$ cat src/rtl/core/lcdws_pkg.sv
package lcdws_pkg;

   // Request kinds
   typedef enum logic [1:0] {
      CMD_INIT  = 2'd0,
      CMD_INSTR = 2'd1,
      CMD_CHAR  = 2'd2,
      CMD_GOTO  = 2'd3
   } lcdws_cmd_type;

   // Configuration register indexes
   typedef enum logic [1:0] {
      CSR_FUNCTION_SET = 2'd0,
      CSR_ENTRY_MODE   = 2'd1,
      CSR_DISPLAY      = 2'd2,
      CSR_UNUSED       = 2'd3
   } lcdws_csr_type;

   localparam int CsrIndexWidth = 2;
   localparam int CsrDataWidth  = 5;
   localparam int WaitWidth     = 15;
   localparam int QueueDepth    = 2;

   localparam logic [WaitWidth-1:0] WAIT_NONE_US = 15'd0;
   localparam logic [WaitWidth-1:0] WAIT_CHAR_US = 15'd100;
   localparam logic [WaitWidth-1:0] WAIT_CMD_US  = 15'd5000;
   localparam logic [WaitWidth-1:0] WAIT_INIT_US = 15'd25000;

   // Instruction codes of the standard controller
   localparam logic [7:0] LCD_WAKE_UP      = 8'h30;
   localparam logic [7:0] LCD_FUNCTION_SET = 8'h20;
   localparam logic [7:0] LCD_ENTRY_MODE   = 8'h04;
   localparam logic [7:0] LCD_DISPLAY_CTRL = 8'h08;
   localparam logic [7:0] LCD_CLEAR        = 8'h01;
   localparam logic [7:0] LCD_SET_DDRAM    = 8'h80;
   localparam logic [7:0] LCD_HIGH_NIBBLE  = 8'hF0;
   localparam logic [7:0] LCD_LOW_NIBBLE   = 8'h0F;

   typedef struct packed {
      logic [1:0] cmd;
      logic [7:0] value;
      logic [5:0] column;
      logic       row;
   } lcdws_req_type;

   typedef struct packed {
      logic                 reg_select;
      logic [7:0]           bus_value;
      logic [WaitWidth-1:0] wait_us;
      logic                 last;
   } lcdws_rsp_type;

   // One classified request as it waits between front and back
   typedef struct packed {
      logic       is_init;
      logic       eight_bit;
      logic       reg_select;
      logic [7:0] byte_value;
   } lcdws_entry_type;

   typedef struct packed {
      logic [4:0] function_set;
      logic [1:0] entry_mode;
      logic [2:0] display;
   } lcdws_opts_type;

endpackage

$ cat src/rtl/core/char_lcd_write_sequencer_unit.sv
// Character LCD write sequencer.
// Requests arrive on the req_ channel (valid/ready); each transfer carries a
// command kind, a byte, a column and a row. Every strobe that the LCD needs
// leaves as one transfer on the rsp_ channel, with the register-select level,
// the bus value, the extra wait in microseconds and a flag on the final strobe
// of the request. The csr_ port writes the three option registers at any
// edge where csr_write is high; they should only change while the block idles.
// A request enters the queue at the edge that takes it, and its first strobe
// is then loaded from the queue head into the output register.
// The strobe generator issues one strobe per cycle while the receiver is
// ready; a request is one strobe in 8-bit mode and two in 4-bit mode, an init
// request seven (8-bit) or sixteen (4-bit). A two-entry queue between the
// classifying front end and the strobe generator lets requests be taken while
// a strobe waits in the output register. When the receiver stalls, the output
// register holds its strobe, the queue fills and req_ready falls.
// Reset clears the option registers, selects 4-bit mode and empties the queue.
module char_lcd_write_sequencer_unit #(
   parameter int QueueDepth = lcdws_pkg::QueueDepth
) (
   input  logic                                  clock,
   input  logic                                  reset,
   input  logic                                  req_valid,
   output logic                                  req_ready,
   input  lcdws_pkg::lcdws_req_type              req_data,
   output logic                                  rsp_valid,
   input  logic                                  rsp_ready,
   output lcdws_pkg::lcdws_rsp_type              rsp_data,
   input  logic                                  csr_write,
   input  logic [lcdws_pkg::CsrIndexWidth-1:0]   csr_index,
   input  logic [lcdws_pkg::CsrDataWidth-1:0]    csr_wdata
);
   import lcdws_pkg::*;

   // Option registers. Writes keep the low bits of each register's width.
   logic [4:0] function_set_ff;
   logic [1:0] entry_mode_ff;
   logic [2:0] display_ff;
   lcdws_opts_type opts;

   logic            queue_full;
   logic            push;
   lcdws_entry_type push_entry;
   logic            pop;
   logic            head_valid;
   lcdws_entry_type head_entry;

   always_ff @(posedge clock) begin
      if (reset) begin
         function_set_ff <= '0;
         entry_mode_ff   <= '0;
         display_ff      <= '0;
      end else if (csr_write) begin
         case (lcdws_csr_type'(csr_index))
            CSR_FUNCTION_SET: function_set_ff <= csr_wdata[4:0];
            CSR_ENTRY_MODE:   entry_mode_ff   <= csr_wdata[1:0];
            CSR_DISPLAY:      display_ff      <= csr_wdata[2:0];
            default:          display_ff      <= display_ff;
         endcase
      end
   end

   assign opts.function_set = function_set_ff;
   assign opts.entry_mode   = entry_mode_ff;
   assign opts.display      = display_ff;

   // The front end classifies each request and keeps the interface mode, which
   // an init request takes from bit 4 of the function set options.
   lcdws_front u_front (
      .clock       (clock),
      .reset       (reset),
      .req_valid   (req_valid),
      .req_ready   (req_ready),
      .req_data    (req_data),
      .mode_option (function_set_ff[4]),
      .queue_full  (queue_full),
      .push        (push),
      .push_entry  (push_entry)
   );

   lcdws_queue #(
      .Depth (QueueDepth)
   ) u_queue (
      .clock      (clock),
      .reset      (reset),
      .push       (push),
      .push_entry (push_entry),
      .pop        (pop),
      .full       (queue_full),
      .head_valid (head_valid),
      .head_entry (head_entry)
   );

   // The back end walks through the strobes of the request at the queue head
   // and releases the entry with its final strobe.
   lcdws_back u_back (
      .clock      (clock),
      .reset      (reset),
      .head_valid (head_valid),
      .head_entry (head_entry),
      .opts       (opts),
      .pop        (pop),
      .rsp_valid  (rsp_valid),
      .rsp_ready  (rsp_ready),
      .rsp_data   (rsp_data)
   );

endmodule

$ cat src/rtl/core/lcdws_front.sv
module lcdws_front (
   input  logic                   clock,
   input  logic                   reset,
   input  logic                   req_valid,
   output logic                   req_ready,
   input  lcdws_pkg::lcdws_req_type   req_data,
   input  logic                   mode_option,
   input  logic                   queue_full,
   output logic                   push,
   output lcdws_pkg::lcdws_entry_type push_entry
);
   import lcdws_pkg::*;

   logic       eight_bit_ff;
   logic       eight_bit_in;
   logic [6:0] goto_addr;

   assign req_ready = !queue_full;
   assign push      = req_valid && !queue_full;

   // Row two starts at 0x40; the sum stays below 0x80.
   assign goto_addr = {req_data.row, 6'b0} + {1'b0, req_data.column};

   always_comb begin
      eight_bit_in          = eight_bit_ff;
      push_entry.is_init    = 1'b0;
      push_entry.reg_select = 1'b0;
      push_entry.byte_value = req_data.value;
      case (lcdws_cmd_type'(req_data.cmd))
         CMD_INIT: begin
            eight_bit_in       = mode_option;
            push_entry.is_init = 1'b1;
         end
         CMD_INSTR: begin
            push_entry.byte_value = req_data.value;
         end
         CMD_CHAR: begin
            push_entry.reg_select = 1'b1;
         end
         CMD_GOTO: begin
            push_entry.byte_value = LCD_SET_DDRAM | {1'b0, goto_addr};
         end
         default: begin
            push_entry.byte_value = req_data.value;
         end
      endcase
      push_entry.eight_bit = eight_bit_in;
   end

   always_ff @(posedge clock) begin
      if (reset) begin
         eight_bit_ff <= 1'b0;
      end else if (push) begin
         eight_bit_ff <= eight_bit_in;
      end
   end

endmodule

$ cat src/rtl/core/lcdws_queue.sv
module lcdws_queue #(
   parameter int Depth = lcdws_pkg::QueueDepth
) (
   input  logic                       clock,
   input  logic                       reset,
   input  logic                       push,
   input  lcdws_pkg::lcdws_entry_type push_entry,
   input  logic                       pop,
   output logic                       full,
   output logic                       head_valid,
   output lcdws_pkg::lcdws_entry_type head_entry
);
   import lcdws_pkg::*;

   localparam int PtrWidth = $clog2(Depth);
   localparam int CntWidth = $clog2(Depth + 1);

   lcdws_entry_type     slot_ff [Depth];
   logic [PtrWidth-1:0] wr_ptr_ff, wr_ptr_in;
   logic [PtrWidth-1:0] rd_ptr_ff, rd_ptr_in;
   logic [CntWidth-1:0] count_ff, count_in;

   assign full       = (count_ff == CntWidth'(Depth));
   assign head_valid = (count_ff != '0);
   assign head_entry = slot_ff[rd_ptr_ff];

   always_comb begin
      wr_ptr_in = wr_ptr_ff;
      rd_ptr_in = rd_ptr_ff;
      count_in  = count_ff;
      if (push) begin
         wr_ptr_in = (wr_ptr_ff == PtrWidth'(Depth - 1)) ? '0 : wr_ptr_ff + PtrWidth'(1);
      end
      if (pop) begin
         rd_ptr_in = (rd_ptr_ff == PtrWidth'(Depth - 1)) ? '0 : rd_ptr_ff + PtrWidth'(1);
      end
      if (push && !pop) begin
         count_in = count_ff + CntWidth'(1);
      end else if (pop && !push) begin
         count_in = count_ff - CntWidth'(1);
      end
   end

   always_ff @(posedge clock) begin
      if (push) begin
         slot_ff[wr_ptr_ff] <= push_entry;
      end
   end

   always_ff @(posedge clock) begin
      if (reset) begin
         wr_ptr_ff <= '0;
         rd_ptr_ff <= '0;
         count_ff  <= '0;
      end else begin
         wr_ptr_ff <= wr_ptr_in;
         rd_ptr_ff <= rd_ptr_in;
         count_ff  <= count_in;
      end
   end

endmodule

$ cat src/rtl/core/lcdws_back.sv
module lcdws_back (
   input  logic                       clock,
   input  logic                       reset,
   input  logic                       head_valid,
   input  lcdws_pkg::lcdws_entry_type head_entry,
   input  lcdws_pkg::lcdws_opts_type  opts,
   output logic                       pop,
   output logic                       rsp_valid,
   input  logic                       rsp_ready,
   output lcdws_pkg::lcdws_rsp_type   rsp_data
);
   import lcdws_pkg::*;

   logic [2:0]    init_step_ff, init_step_in;
   logic          phase_ff, phase_in;
   logic          rsp_valid_ff;
   lcdws_rsp_type rsp_data_ff, strobe;
   logic          load;
   logic [7:0]    cur_byte;
   logic [WaitWidth-1:0] cur_wait;
   logic          byte_done;
   logic          seq_done;

   assign load      = head_valid && (!rsp_valid_ff || rsp_ready);
   assign rsp_valid = rsp_valid_ff;
   assign rsp_data  = rsp_data_ff;

   // Byte and trailing wait of the current init step or plain byte
   always_comb begin
      cur_byte = head_entry.byte_value;
      cur_wait = head_entry.reg_select ? WAIT_CHAR_US : WAIT_CMD_US;
      if (head_entry.is_init) begin
         case (init_step_ff)
            3'd0, 3'd1, 3'd2: begin
               cur_byte = LCD_WAKE_UP;
               cur_wait = WAIT_INIT_US;
            end
            3'd3: begin
               cur_byte = LCD_FUNCTION_SET;
               cur_wait = WAIT_INIT_US;
            end
            3'd4: begin
               cur_byte = LCD_FUNCTION_SET | {3'b0, opts.function_set};
               cur_wait = WAIT_CMD_US;
            end
            3'd5: begin
               cur_byte = LCD_ENTRY_MODE | {6'b0, opts.entry_mode};
               cur_wait = WAIT_CMD_US;
            end
            3'd6: begin
               cur_byte = LCD_DISPLAY_CTRL | {5'b0, opts.display};
               cur_wait = WAIT_CMD_US;
            end
            default: begin
               cur_byte = LCD_CLEAR;
               cur_wait = WAIT_CMD_US;
            end
         endcase
      end
   end

   always_comb begin
      byte_done = head_entry.eight_bit || phase_ff;
      seq_done  = byte_done && (!head_entry.is_init || (init_step_ff == 3'd7));

      strobe.reg_select = head_entry.reg_select;
      strobe.last       = seq_done;
      if (head_entry.eight_bit) begin
         strobe.bus_value = cur_byte;
         strobe.wait_us   = cur_wait;
      end else if (!phase_ff) begin
         strobe.bus_value = cur_byte & LCD_HIGH_NIBBLE;
         strobe.wait_us   = WAIT_NONE_US;
      end else begin
         strobe.bus_value = {cur_byte[3:0] & LCD_LOW_NIBBLE[3:0], 4'b0};
         strobe.wait_us   = cur_wait;
      end

      pop          = load && seq_done;
      phase_in     = phase_ff;
      init_step_in = init_step_ff;
      if (load) begin
         phase_in = !byte_done;
         if (seq_done) begin
            init_step_in = 3'd0;
         end else if (byte_done) begin
            // The extra 0x20 wake-up step belongs to 4-bit mode only.
            init_step_in = (head_entry.eight_bit && init_step_ff == 3'd2) ?
                           3'd4 : init_step_ff + 3'd1;
         end
      end
   end

   always_ff @(posedge clock) begin
      if (reset) begin
         rsp_valid_ff <= 1'b0;
         phase_ff     <= 1'b0;
         init_step_ff <= 3'd0;
      end else begin
         phase_ff     <= phase_in;
         init_step_ff <= init_step_in;
         if (load) begin
            rsp_valid_ff <= 1'b1;
         end else if (rsp_ready) begin
            rsp_valid_ff <= 1'b0;
         end
      end
   end

   always_ff @(posedge clock) begin
      if (load) begin
         rsp_data_ff <= strobe;
      end
   end

endmodule

$ cat config.mk
export PLATFORM = sky130hd
export DESIGN_NAME = char_lcd_write_sequencer_unit
export DESIGN_NICKNAME = d
export VERILOG_FILES = /design/src/rtl/core/lcdws_pkg.sv /design/src/rtl/core/char_lcd_write_sequencer_unit.sv /design/src/rtl/core/lcdws_front.sv /design/src/rtl/core/lcdws_queue.sv /design/src/rtl/core/lcdws_back.sv
export SDC_FILE = /design/constraint.sdc
export NUM_CORES = 1
export LEC_CHECK = 0
export ABC_AREA = 1
export ABC_CLOCK_PERIOD_IN_PS = 2680
export BUFFER_PORTS_ARGS = -buffer_cell sky130_fd_sc_hd__clkbuf_2
export CORE_UTILIZATION = 35
export CTS_CLUSTER_SIZE = 12
export DETAILED_ROUTE_END_ITERATION = 8
export PLACE_DENSITY = 0.65
export SKIP_CTS_REPAIR_TIMING = 1
export SLEW_MARGIN = 20
export SYNTH_ARGS = -nofsm -noshare
export SYNTH_HDL_FRONTEND = slang
export SYNTH_HIERARCHICAL = 1
export SYNTH_SLANG_ARGS = --single-unit
export TNS_END_PERCENT = 30
$ cat constraint.sdc
create_clock -name clock -period 2.68 [get_ports clock]
set_input_delay 0.268 -clock clock [delete_from_list [all_inputs] [get_ports clock]]
set_output_delay 0.268 -clock clock [all_outputs]
set_load 0.1 [all_outputs]
==> flow_metrics.env, run 1 <==
export IMPL_viasPerCell=4.59
export IMPL_rsz0062_at_grt="no"
export IMPL_antenna_found_initial=0
export IMPL_slew_viol_final=0
export IMPL_die_area_um2=8790
export IMPL_grt_use_total=0.134
export IMPL_critical_path_peak_fanout=12
export IMPL_grt_pass1_vias=1978
export IMPL_cp_slowest_cell="mux2_4"
export IMPL_hp_class="in2reg"
export IMPL_timing_final_crit_period_ns=2.01
export IMPL_routed_wl_um=5310
export IMPL_final_nets=395
export IMPL_leakage_nw=1.56
export IMPL_worstSetupPathType="reg2reg"
export IMPL_place_worst_setup_slack_ns=0.696
export IMPL_worstPathArrival_ns=2.28
export IMPL_ant_nets=0
export IMPL_synth_seq_cells=58
export IMPL_ys_warn_count=6
export IMPL_place_gp_congestion=0.827
export IMPL_grt_max_degree=16
export IMPL_met3_length_um=268
export IMPL_synth_cell_types=34
export IMPL_initial_utilization=0.361
export IMPL_wl_met1_um=2510
export IMPL_port_buffers=50
export IMPL_fillerInstances=834
export IMPL_worstMarginPinSlew_ns=0.542
export IMPL_synthFlopType="edfxtp_1"
export IMPL_syn_avg_cell_area_um2=9.51
export IMPL_drive_above_1_share=0.315
export IMPL_clk_pin_slew_ns=0.07
export IMPL_clk_root_buffer_cell="clkbuf_8"
export IMPL_syn2layout_area_growth_pct=15.4
export IMPL_route_detailed_drc=0
export IMPL_crit_top_cell="inv_1"
export IMPL_drt_first_pass_iters=4
export IMPL_drt_initial_drc_count=80
export IMPL_maxSlewHeadroom=0.638
export IMPL_top_level_ports=56
export IMPL_setup_tns_ns=0
export IMPL_cp_end_kind="flip-flop"
export IMPL_synth_edf_count=37
export IMPL_cts_sink_count=58
export IMPL_ys_async_sr_fraction=0
export IMPL_die_h_um=93.8
export IMPL_peakVddDrop_mv=0.616
export IMPL_top_layer="met4"
export IMPL_worst_setup_path_start_kind="flip-flop"
export IMPL_wl_met2_um=2370
export IMPL_cp_cell_sequence="buf_4 > mux2_4 > a21oi_1 > inv_1 > ha_1 > inv_1 > nand3_1 > nand2_1 > inv_1 > nor2_1"
export IMPL_synth_cells=310
export IMPL_max_freq_ghz=0.498
export IMPL_grt_pass1_wl_um=8870
export IMPL_clock_skew_ns=0.00694
export IMPL_fin_crit_sh=0.749
export IMPL_diodes=0
export IMPL_htree_levels=3
export IMPL_setup_viol=0
export IMPL_maxCapViolations=0
export IMPL_numCtsBuffers=9
export IMPL_routedWlPerCell_um=11.3
export IMPL_critPathRequiredTime_ns=2.96
export IMPL_clk_path_buf_depth=2
export IMPL_vias=2155
export IMPL_syn_area_um2=2950
export IMPL_powerDensity_nw_per_um2=1290
export IMPL_row_count=33
export IMPL_cts_tree="yes"
export IMPL_hold_viol=0
export IMPL_dp_hpwl_um=3940
export IMPL_clk_latency_ns=0.34
export IMPL_setup_ws_ns=0.673
export IMPL_ys_seq_area_frac=0.520
export IMPL_max_stage_delay_ns=0.39
export IMPL_outcome="finished clean"
export IMPL_die_w_um=93.8
export IMPL_core_um2=8180
export IMPL_grt_overflow=0
==> final cells by class <==
| type | instances | area, um^2 | area share |
|---|---|---|---|
| Multi-Input combinational cell | 190 | 1100 | 0.323 |
| Clock buffer | 10 | 138 | 0.0405 |
| Sequential cell | 58 | 1530 | 0.450 |
| Tap cell | 105 | 131 | 0.0386 |
| Timing Repair Buffer | 52 | 265 | 0.0780 |
| Clock inverter | 6 | 42.5 | 0.0125 |
| Inverter | 49 | 194 | 0.0570 |
==> sequential cells by signal, indices dropped and copies added (netlist names), named ones only <==
name / flops
u_back/phase_ff: 1
u_queue/rd_ptr_ff: 1
u_queue/wr_ptr_ff: 1
u_queue/count_ff: 2
entry_mode_ff: 2
u_back/rsp_data: 15
u_back/init_step_ff: 3
u_queue/slot_ff: 22
function_set_ff: 5
u_back/rsp_valid: 1
display_ff: 3
u_front/eight_bit_ff: 1
==> synth_stat cells (2+ instances only) <==
library cell | count | area [um^2]
nand4_1 | 3 | 18.8
edfxtp_1 | 37 | 1110
mux2_4 | 10 | 150
o21ai_0 | 2 | 10.0
ha_1 | 6 | 75.1
buf_6 | 3 | 33.8
nand3_2 | 4 | 40.0
nand2_4 | 2 | 22.5
a21oi_2 | 3 | 26.3
nand3_1 | 22 | 110
nor3_1 | 2 | 10.0
inv_2 | 7 | 26.3
a21oi_1 | 14 | 70.1
nand2_2 | 8 | 50.1
buf_4 | 14 | 105
o22ai_1 | 2 | 12.5
o21ai_1 | 3 | 15.0
nor2_1 | 33 | 124
inv_1 | 39 | 146
o21ai_2 | 2 | 17.5
nand2_1 | 58 | 218
nor2_4 | 3 | 33.8
dfxtp_1 | 21 | 420
inv_4 | 2 | 12.5
==> worst max-delay path, delay by kind of cell, from the launching register on <==
family                   cells  cell delay, ns
AO/OA/AOI/OAI                1            0.24
adder cells (fa/ha/maj)      1            0.31
buffers and inverters        4            0.42
flip-flops                   1            0.35
multiplexers                 1            0.39
AND/OR/NAND/NOR              3            0.23
==> per-stage QoR <==
stage | util | instance area (um^2) | power, mW | std cells | hold slack (ns)
4_1_cts | 0.416 | 3400 | 4.41 | 470 | 0.160
3_5_place_dp | 0.394 | 3220 | 3.68 | 454 | 0.474
2_1_floorplan | - | 2960 | 3.41 | 314 | 0.337
6_report | 0.416 | 3400 | 4.37 | 470 | 0.171
5_1_grt | 0.416 | 3400 | 4.59 | 470 | 0.178
3_3_place_gp | 0.394 | 3220 | 3.65 | 454 | 0.469
==> power by group <==
part / internal, mW / leakage (nW) / switching (mW)
logic: 0.432 / 0.945 / 1.87
registers: 1.26 / 0.526 / 0.0911
clock network: 0.359 / 0.0882 / 0.359
==> worst paths after layout <==
| path | from | endpoint | slack [ns] | cells past startpoint |
|---|---|---|---|---|
| max | flip-flop | u_queue/count_ff[1] | 0.67 | 10 |
| min | csr_wdata[2] | display_ff[2] | 0.17 | 3 |
| max reg2reg | flip-flop | u_queue/count_ff[1] | 0.67 | 10 |
| min reg2reg | function_set_ff[2] | function_set_ff[2] | 0.49 | 2 |
==> metal layers <==
layer | global-route usage | vias up
met5 | 0 | -
li1 | - | 1088
met2 | 0.204 | 71
met4 | 0.0923 | 0
met1 | 0.170 | 986
met3 | 0.0275 | 10
==> placed cells by master, fill, tap and decap left out, types with 3 or more instances in the layout <==
| master | count |
|---|---|
| nand2_1 | 58 |
| clkbuf_8 | 10 |
| nand2_2 | 8 |
| o21ai_1 | 3 |
| clkbuf_2 | 50 |
| a21oi_1 | 14 |
| a21oi_2 | 3 |
| inv_2 | 7 |
| nand3_2 | 4 |
| nand4_1 | 3 |
| nor2_1 | 33 |
| ha_1 | 6 |
| nand3_1 | 22 |
| mux2_4 | 10 |
| edfxtp_1 | 37 |
| conb_1 | 5 |
| dfxtp_1 | 21 |
| clkinv_4 | 3 |
| inv_1 | 39 |
| nor2_4 | 3 |
==> cell families (layout without fill, tap and decap cells) <==
group | Yosys count | in the layout | synth area share
AO/OA/AOI/OAI | 29 | 29 | 0.0603
XOR/XNOR | 1 | 1 | 0.00297
adder cells (fa/ha/maj) | 6 | 6 | 0.0255
buffers and inverters | 66 | 117 | 0.113
flip-flops | 58 | 58 | 0.520
multiplexers | 11 | 11 | 0.0548
other | 1 | 5 | 0.00127
AND/OR/NAND/NOR | 138 | 138 | 0.223
Note: power is estimated with default switching activity, not from simulation.
==> run 2, diff against run 1 <==
--- a/config.mk
+++ b/config.mk
@@ -5,8 +5,8 @@
 export SDC_FILE = /design/constraint.sdc
 export NUM_CORES = 1
 export LEC_CHECK = 0
-export ABC_AREA = 1
-export ABC_CLOCK_PERIOD_IN_PS = 2680
+export ABC_AREA = 0
+export ABC_CLOCK_PERIOD_IN_PS = 2000
 export BUFFER_PORTS_ARGS = -buffer_cell sky130_fd_sc_hd__clkbuf_2
 export CORE_UTILIZATION = 35
 export CTS_CLUSTER_SIZE = 12
==> constraint.sdc (replaced) <==
create_clock -name clock -period 2 [get_ports clock]
set_input_delay 0.2 -clock clock [delete_from_list [all_inputs] [get_ports clock]]
set_output_delay 0.2 -clock clock [all_outputs]
set_load 0.1 [all_outputs]
==> run 2 against run 1 <==
Sequential share of layout area grew 0.70 points. Die area shrank 5.6%. Utilization grew 2.1 points. Final cell count shrank 18%. Critical endpoint unchanged. Largest cell class unchanged. Highest routed layer unchanged.
==> flow_metrics.env, run 2 <==
export IMPL_outcome="finished clean"
export IMPL_grt_pass1_vias=1711
export IMPL_antenna_found_initial=0
export IMPL_viasPerCell=4.61
export IMPL_ys_async_sr_fraction=0
export IMPL_clock_skew_ns=0.00872
export IMPL_final_cells=387
export IMPL_max_stage_delay_ns=0.35
export IMPL_htree_levels=3
export IMPL_grt_pass1_wl_um=7810
export IMPL_fillerInstances=752
export IMPL_core_um2=7690
export IMPL_synthTopCellsByCount="edfxtp_1 (37), dfxtp_1 (21), nand2b_1 (21)"
export IMPL_numCtsBuffers=9
export IMPL_maxSlewHeadroom=0.638
export IMPL_ys_warn_count=6
export IMPL_synth_cell_types=46
export IMPL_place_area_um2=3150
export IMPL_yosys_area_top_type_share=0.400
export IMPL_crit_top_cell="nor2_4"
export IMPL_vias=1786
export IMPL_syn2layout_area_growth_pct=20.8
export IMPL_syn_avg_cell_area_um2=12.4
export IMPL_top_level_ports=56
export IMPL_routedWlPerCell_um=12.8
export IMPL_cp_end_kind="flip-flop"
export IMPL_ys_seq_area_frac=0.551
export IMPL_yosysTopAreaCell="edfxtp_1"
export IMPL_yosysMostFrequentCell="edfxtp_1"
export IMPL_grt_overflow=0
export IMPL_final_nets=315
export IMPL_syn_area_um2=2780
export IMPL_initial_utilization=0.361
export IMPL_die_w_um=91.1
export IMPL_synth_cells=225
export IMPL_slew_viol_final=0
export IMPL_rsz0062_at_grt="no"
export IMPL_layout_common_cells="clkbuf_2 (50), edfxtp_1 (37), nand2b_1 (21)"
export IMPL_r2r_slack_ns=0.11
export IMPL_drt_initial_drc_count=71
export IMPL_hold_viol=0
export IMPL_critPathRequiredTime_ns=2.26
export IMPL_hp_class="in2reg"
export IMPL_drt_first_pass_iters=4
export IMPL_grt_use_total=0.126
export IMPL_timing_final_crit_period_ns=1.89
export IMPL_setup_viol=0
export IMPL_route_detailed_drc=0
export IMPL_row_count=32
export IMPL_ant_nets=0
export IMPL_worstMarginPinSlew_ns=0.546
export IMPL_dp_cells=371
export IMPL_max_freq_ghz=0.530
export IMPL_die_h_um=91.1
export IMPL_synthTopCellsByArea="edfxtp_1 (40%), dfxtp_1 (15%), mux2_2 (4.9%)"
export IMPL_top_register="u_queue/slot_ff"
export IMPL_worstPathArrival_ns=2.15
export IMPL_cp_cell_sequence="mux2_4 > nor2_4 > nand3b_4 > nor2_4 > inv_1 > ha_4 > or3_1 > a21oi_1"
export IMPL_clk_latency_ns=0.34
export IMPL_final_common_cell="clkbuf_2"
export IMPL_setup_tns_ns=0
export IMPL_clk_pin_slew_ns=0.06
export IMPL_dp_hpwl_um=3660
export IMPL_worstSetupPathType="reg2reg"
export IMPL_cts_tree="yes"
export IMPL_synthFlopType="edfxtp_1"
export IMPL_synth_seq_cells=58
export IMPL_grt_max_degree=28
export IMPL_cts_sink_count=58
export IMPL_diodes=0
export IMPL_cp_slowest_cell="dfxtp_2"
export IMPL_place_gp_congestion=0.789
export IMPL_fin_crit_sh=0.943
export IMPL_routed_wl_um=4950
export IMPL_drive_above_1_share=0.368
export IMPL_port_buffers=50
export IMPL_clk_path_buf_depth=2
export IMPL_maxCapViolations=0
export IMPL_clk_root_buffer_cell="clkbuf_8"
export IMPL_worst_setup_path_start_kind="flip-flop"
export IMPL_critical_path_peak_fanout=8
export IMPL_die_area_um2=8300
export IMPL_largest_register_ffs=22
export IMPL_design_area_um2=3360
export IMPL_synth_edf_count=37
run 2: critical path, delay by kind of cell (launching register included):
family                     cells  cell delay (ns)
DFF                            1             0.35
adders and majority gates      1             0.20
AOI/OAI and AO/OA              1             0.14
buffers and inverters          1             0.08
muxes                          1             0.35
and+or+nand+nor                4             0.69
run 2: logic make-up (layout without fill, tap and decap cells):
kind of cell | count (synthesis) | count (layout) | synth area share
flops | 58 | 58 | 0.551
fa+ha+maj | 6 | 6 | 0.0270
simple gates | 76 | 76 | 0.167
compound gates | 23 | 23 | 0.0549
mux | 33 | 33 | 0.137
xor+xnor | 4 | 4 | 0.0126
buf+inv | 24 | 80 | 0.0486
other cells | 1 | 5 | 0.00135
run 2: layer usage:
metal,global-route usage,routed length (um),vias up
li1,-,-,889
met1,0.143,2220,848
met2,0.208,2440,37
met3,0.0302,162,12
met4,0.0873,127,0
met5,0,0,-
run 2: final cells by class:
cell class | count | area, um^2 | area share
sequential | 58 | 1540 | 0.457
multi-input combinational | 147 | 1170 | 0.347
timing repair buffer | 56 | 295 | 0.0880
clock buffer | 15 | 198 | 0.0589
tap | 102 | 128 | 0.0380
inverter | 8 | 30.0 | 0.00895
clock inverter | 1 | 5.00 | 0.00149
run 2: worst paths after layout:
kind / depth (start not counted) / from / endpoint
max: 8 / flip-flop / u_queue/count_ff[1]
min: 3 / csr_wdata[3] / function_set_ff[3]
max reg2reg: 8 / flip-flop / u_queue/count_ff[1]
min reg2reg: 2 / u_front/eight_bit_ff / u_front/eight_bit_ff
run 2: stage by stage:
| stage | util | hold slack [ns] | setup slack [ns] |
|---|---|---|---|
| CTS | 0.436 | 0.0889 | 0.0410 |
| global route | 0.437 | 0.103 | 0.00752 |
| finish | 0.437 | 0.101 | 0.115 |
| floorplan | - | 0.262 | 0.00113 |
| global placement | 0.409 | 0.454 | 0.147 |
| detailed placement | 0.409 | 0.461 | 0.0567 |
Power of run 2 is left out: the tool's default activity adds up to more than one toggle a clock period on the data nets, which glitch-free logic cannot reach.
